--- src/cma_pkg.sv ---
// ----------------------------------------------------------------------------
// cma_pkg - shared constants and types of the confusion matrix accumulator
// Table geometry, operation codes and the write request of the count store.
// ----------------------------------------------------------------------------
package cma_pkg;

  // Table geometry
  localparam int NUM_CLASSES = 16;
  localparam int COUNT_BITS  = 32;
  localparam int NUM_CELLS   = NUM_CLASSES * NUM_CLASSES;
  localparam int CLS_BITS    = (NUM_CLASSES > 2) ? $clog2(NUM_CLASSES) : 1;
  localparam int ADDR_BITS   = $clog2(NUM_CELLS);

  // Result widths
  localparam int SUM_BITS   = 32;
  localparam int RATIO_BITS = 17;
  localparam int FRAC_BITS  = 16;

  // Class limit compared against 8-bit class fields
  localparam logic [8:0] CLS_LIMIT = 9'(NUM_CLASSES);
  localparam logic [COUNT_BITS-1:0] CELL_MAX = '1;

  // Operation codes
  typedef enum logic [1:0] {
    OP_ADD   = 2'd0,
    OP_ROW   = 2'd1,
    OP_COL   = 2'd2,
    OP_TOTAL = 2'd3
  } op_e;

  // Write request to the count store
  typedef struct packed {
    logic                  en;
    logic [ADDR_BITS-1:0]  addr;
    logic [COUNT_BITS-1:0] data;
  } ram_wr_t;

endpackage

--- src/cma_divider.sv ---
// ----------------------------------------------------------------------------
// cma_divider - serial fraction divider
// Restoring division giving (dividend << 16) / divisor, one quotient bit a
// cycle. Dividend never exceeds divisor, so the integer part is one bit.
// ----------------------------------------------------------------------------
module cma_divider (
  input  logic                           clk_i,
  input  logic                           rst_ni,
  input  logic                           start_i,
  input  logic [cma_pkg::SUM_BITS-1:0]   dividend_i,
  input  logic [cma_pkg::SUM_BITS-1:0]   divisor_i,
  output logic                           done_o,
  output logic [cma_pkg::RATIO_BITS-1:0] quot_o
);
  import cma_pkg::*;

  localparam int CNT_BITS = $clog2(RATIO_BITS);
  localparam logic [CNT_BITS-1:0] LAST_STEP = CNT_BITS'(RATIO_BITS - 1);

  logic                  busy_q, done_q;
  logic [CNT_BITS-1:0]   cnt_q;
  logic [SUM_BITS:0]     rem_q, rem_d;
  logic [SUM_BITS-1:0]   div_q;
  logic [RATIO_BITS-1:0] quot_q, quot_d;
  logic                  ge;
  logic [SUM_BITS:0]     diff;
  logic [SUM_BITS:0]     kept;

  // One compare and subtract step
  always_comb begin
    diff   = rem_q - {1'b0, div_q};
    ge     = (rem_q >= {1'b0, div_q});
    kept   = ge ? diff : rem_q;
    rem_d  = {kept[SUM_BITS-1:0], 1'b0};
    quot_d = {quot_q[RATIO_BITS-2:0], ge};
  end

  // Step control
  always_ff @(posedge clk_i or negedge rst_ni) begin
    if (!rst_ni) begin
      busy_q <= 1'b0;
      done_q <= 1'b0;
      cnt_q  <= '0;
    end else begin
      done_q <= 1'b0;
      if (start_i) begin
        busy_q <= 1'b1;
        cnt_q  <= '0;
      end else if (busy_q) begin
        cnt_q <= cnt_q + CNT_BITS'(1);
        if (cnt_q == LAST_STEP) begin
          busy_q <= 1'b0;
          done_q <= 1'b1;
        end
      end
    end
  end

  // Datapath
  always_ff @(posedge clk_i) begin
    if (start_i) begin
      rem_q  <= {1'b0, dividend_i};
      div_q  <= divisor_i;
      quot_q <= '0;
    end else if (busy_q) begin
      rem_q  <= rem_d;
      quot_q <= quot_d;
    end
  end

  assign done_o = done_q;
  assign quot_o = quot_q;

endmodule

--- config.mk ---
export PLATFORM = sky130hd
export DESIGN_NAME = cma_divider
export DESIGN_NICKNAME = d
export VERILOG_FILES = /design/src/cma_pkg.sv /design/src/cma_divider.sv
export SDC_FILE = /design/constraint.sdc
export NUM_CORES = 1
export LEC_CHECK = 0
export BUFFER_PORTS_ARGS = -buffer_cell sky130_fd_sc_hd__buf_2
export CAP_MARGIN = 20
export CORE_ASPECT_RATIO = 0.5
export CORE_MARGIN = 2
export CORE_UTILIZATION = 40
export CTS_BUF_LIST = sky130_fd_sc_hd__clkbuf_8 sky130_fd_sc_hd__clkbuf_16
export DETAILED_ROUTE_END_ITERATION = 12
export SYNTH_ARGS = -nofsm -noshare
export SYNTH_HDL_FRONTEND = slang
export SYNTH_SLANG_ARGS = --single-unit
--- constraint.sdc ---
create_clock -name clk_i -period 7.4 [get_ports clk_i]
set_input_delay 0.37 -clock clk_i [delete_from_list [all_inputs] [get_ports clk_i]]
set_output_delay 0.37 -clock clk_i [all_outputs]
set_load 0.05 [all_outputs]
* Word-level counts from Yosys, hierarchy flattened
Cells that the tools add are included.
** Cells by class
- Add/subtract/negate cells :: 2
- Order comparisons :: 1
- Equality and inequality tests :: 1
- Mux-type cells :: 11
- Reductions and logical operators :: 1
** Operators by type and width (number)
- $mux 32 :: 3
- $ge 33x32->1 :: 1
- $sub 32x32->32 :: 1
- $mux 5 :: 2
- $mux 1 :: 6
- $add 5x1->5 const B :: 1
- $eq 5x5->1 const B :: 1
- $reduce_bool 2->1 :: 1
** Storage, ports and cells
- Register bits after elaboration :: 89
- Bits of input ports :: 67
- Output and inout port bits :: 18
- Logic and storage cells :: 23

* Depth between registers and ports, before layout
- Word-level depth :: 4
- Gate-level depth with buffers :: 13
- Mapped depth without buffers :: 12

* Worst setup path before layout
OpenSTA, ideal clock, no wires.
- Kind :: reg-to-reg
- Start :: reg rem_q[13]
- End :: reg rem_q[1] (data pin)
- Arrival :: 2668 ps
- Path slack :: 4472 ps
- Stages on the path, launching flop included :: 12
- Clock period less this slack :: 2928 ps
- Cell sequence :: edfxtp_1 -> ha_1 -> buf_6 -> a211o_1 -> a31oi_1 -> o21ai_1 -> o2111ai_2 -> nand3_2 -> a2111oi_4 -> buf_6 -> mux2i_1 -> mux2_2
** On the way
- Word-level cells in the longest chain between the ends :: 4
** RTL lines
- from (decl) :: line cma_divider.sv:22 : logic [SUM_BITS:0] rem_q, rem_d;
- from (signal assigned) :: line cma_divider.sv:62 : rem_q <= {1'b0, dividend_i};
- from (signal assigned) :: line cma_divider.sv:66 : rem_q <= rem_d;
- $ge 33x32->1 :: line cma_divider.sv:32 : ge = (rem_q >= {1'b0, div_q});
- $mux 32 :: line cma_divider.sv:33 : kept = ge ? diff : rem_q;
- $mux 32 :: line cma_divider.sv:65 : end else if (busy_q) begin
- $mux 32 :: line cma_divider.sv:61 : if (start_i) begin
No other way between the ends. The select of a mux whose other input is x is not followed.
A chain may end at the register's enable or synchronous reset.

* Final worst setup path
- Start :: reg rem_q[9]
- End :: reg rem_q[1] (data pin)
The elaborated chain is that of the path after synthesis.

==> out/qor.yml <==
wl_um: 11800
final_cell_mix: "buf_2, edfxtp_1, nand2_1, nor2_1, inv_1"
ys_seq_area_share_pct: 46.0
numCtsBuffers: 9
htreeDepth: 3
grt_use_met2_pct: 25.6
grt_pass1_vias: 3999
cts.sink_count: 89
io-pin-count: 85
hold_class: "primary input to flip-flop"
worstHoldStart: "divisor_i[11]"
timing.final.max_slew_violations: 0
synth_area_um2: 5340
critical_path_class: "flip-flop to flip-flop"
grt_pass1_wl_um: 19400
clk_pin_slew_worst_paths_ns: 0.07
fmax_mhz: 269
final_cells: 799
grt.met3_usage_pct: 4.71
status: "complete, but fails checks"
hold_viol: 0
power_leakage_nw: 2.89
synthFlopType: "edfxtp_1"
cellPowerDensity_nw_per_um2: 375
yosys_warnings: 0
cts-root-buf: "clkbuf_16"
port-buffer-count: 84
clock_latency_ns: 0.34
diodes: 0
worstPathCellList: "ha_1, and3_1, a221oi_2, o21ai_1, o2111ai_2, nand3_2, a2111oi_4, buf_4, mux2i_1, mux2_2"
syn_inst: 548
top_usage_layer: "met2"
avgViaCountPerCell: 5.23
cts-resized-gates: 0
multi_input_area_um2: 2600
fin_worst_skew_ns: 0.0110
period_needed_ns: 3.72
antenna_found_initial: 0
cpPeakStageDelay_ns: 0.74
peakVddDrop_v: 0.000159
start_util_pct: 41.5
dp.cells: 782
cp_max_fo: 23
synth_top_area_share_pct: 36.0
end_kind: "flip-flop"
synthArstFlopShare_pct: 7.87
fin_setup_tns_ns: 0
setup_viol: 0
wl_per_cell_um: 14.8
final_cell_area_um2: 6180
min_to: "div_q[11]$_DFFE_PP_"
synth.distinct_cells: 58
die_height_um: 85.7
layout-drive-gt1-share_pct: 17.8
syn_area_per_cell_um2: 9.74
finalPower_mw: 2.32
post-route-drc-count: 2
synth_top_area_cell: "edfxtp_1"
grt_overflow: 0
syn2layout_area_growth_pct: 15.8
cts_tree: "built"
max_cap_violations: 0
place_area_um2: 5880
ff2ff_path_depth: 10
ff_latch_area_um2: 2460
fp-row-count: 29
grt_max_degree: 76
fin_crit_sh_pct: 50.3
synth_edf_count: 64
worstMarginPinSlew_ns: 0.976
yosys-top-cells-area: "edfxtp_1, ha_1, dfxtp_1"
dieArea_um2: 14300
grt_use_total_pct: 16.8
grt_util_met1_pct: 23.5
critPathLaunch: "rem_q[9]$_DFFE_PP_"
vias: 4175
arrival_ns: 3.82
drt.antenna.violating_nets: 0
rr_endpoint: "rem_q[1]$_DFFE_PP_"
cts.path.max_buffers: 2
drtIter0Drc: 260
globalplace.congestion: 0.813
core_area_um2: 12800
die_x_um: 167
whs_path_depth: 1
critPathSlowestCell: "a2111oi_4"
cp-start-kind: "flip-flop"
hpwlAfterDp_um: 8190
violations: "DRC"
r2r_slack_ns: 3.68
r2r-start: "rem_q[9]$_DFFE_PP_"
crit_required_ns: 7.50
rsz0062_at_grt: "no"
synth_fp_nets: 650
layout_commonest_cell: "buf_2"
nFillCells: 1281
postCtsSetupRepairBufs: 0
hold_slack_ns: 0.201
first_pass_iters: 8
nets: 726
relSlewSlack_pct: 34.9
synth_seq_cells: 89
[logic make-up (layout without fill, tap and decap cells)]
| group | after synthesis | count (layout) | synth area share (%) |
|---|---|---|---|
| adders and majority gates | 35 | 35 | 8.35 |
| muxes | 21 | 21 | 3.96 |
| and+or+nand+nor | 177 | 177 | 15.1 |
| AOI/OAI and AO/OA | 134 | 134 | 17.3 |
| xor gates and xnor gates | 25 | 25 | 4.10 |
| DFF | 89 | 89 | 46.0 |
| buffers and inverters | 67 | 148 | 5.18 |
[power by group]
group | internal [mW] | leakage (nW) | switching, mW
registers | 0.673 | 0.886 | 0.0647
clock network | 0.245 | 0.150 | 0.194
logic | 0.471 | 1.85 | 0.671
total | 1.39 | 2.89 | 0.930
[worst max-delay path by stage]
| stage | end | slack [ns] | cells after the start |
|---|---|---|---|
| global route | rem_q[1]$_DFFE_PP_ | 3.44 | 10 |
| floorplan | rem_q[1]$_DFFE_PP_ | 4.47 | 11 |
| CTS | rem_q[1]$_DFFE_PP_ | 3.70 | 10 |
| global placement | rem_q[1]$_DFFE_PP_ | 3.81 | 10 |
| finish | rem_q[1]$_DFFE_PP_ | 3.68 | 10 |
| detailed placement | rem_q[1]$_DFFE_PP_ | 3.71 | 10 |
[metrics by stage]
step	utilization [%]	setup WS, ns
CTS	48.1	3.70
finish	48.1	3.68
detailed placement	45.8	3.71
global route	48.1	3.44
global placement	45.8	3.81
floorplan	-	4.47
[worst max-delay path, delay by kind of cell (launching register included)]
| family | cells | cell delay (ns) |
|---|---|---|
| AOI/OAI and AO/OA | 4 | 1.47 |
| buffers and inverters | 1 | 0.43 |
| DFF | 1 | 0.40 |
| adders and majority gates | 1 | 0.40 |
| muxes | 2 | 0.39 |
| and+or+nand+nor | 2 | 0.38 |
[what timing repair did]
action | 4_1_cts | 5_1_grt
setup endpoints to repair | 0 | 0
hold buffers | 1 | 0
hold endpoints to repair | 7 | 0
[sequential cells by signal, summed over array words and instances (netlist names)]
| signal | count |
|---|---|
| busy_q | 1 |
| done_o | 1 |
| rem_q | 33 |
| quot_o | 17 |
| div_q | 32 |
| cnt_q | 5 |
[synth_stat cells, types with 2 or more instances]
library cell and count:
a21oi_1 25, nand2_1 59, and3_1 7, o211ai_1 3
nor2_1 59, a211o_1 3, ha_1 34, a21o_1 16
inv_1 43, xnor2_1 13, edfxtp_1 64, nand2b_1 5
a21boi_0 4, nor2b_1 2, nor3_1 8, a31oi_1 29
nand4_1 10, mux2i_1 20, dfxtp_1 18, buf_6 3
dfrtp_1 7, nand3_1 9, buf_2 2, o21a_1 5
a2bb2oi_1 3, and4_1 2, or2_2 4, or3_1 5
and2_1 3, clkbuf_1 18, xor2_1 12, a221o_1 2
a211oi_1 4, o21ai_0 22, a2111o_1 2
[area by class of cell]
| type | instances | area share, % |
|---|---|---|
| clock inverter | 6 | 0.527 |
| tap | 170 | 3.44 |
| multi-input combinational | 392 | 42.1 |
| inverter | 43 | 2.61 |
| clock buffer | 10 | 4.05 |
| sequential | 89 | 39.8 |
| timing repair buffer | 89 | 7.45 |
[per-layer routing]
layer	routed length, um	up-vias
met5	0	-
met4	144	0
met3	607	11
met2	4980	71
met1	6100	1957
li1	-	2136
No activity file was read; power rests on OpenSTA's default activity.
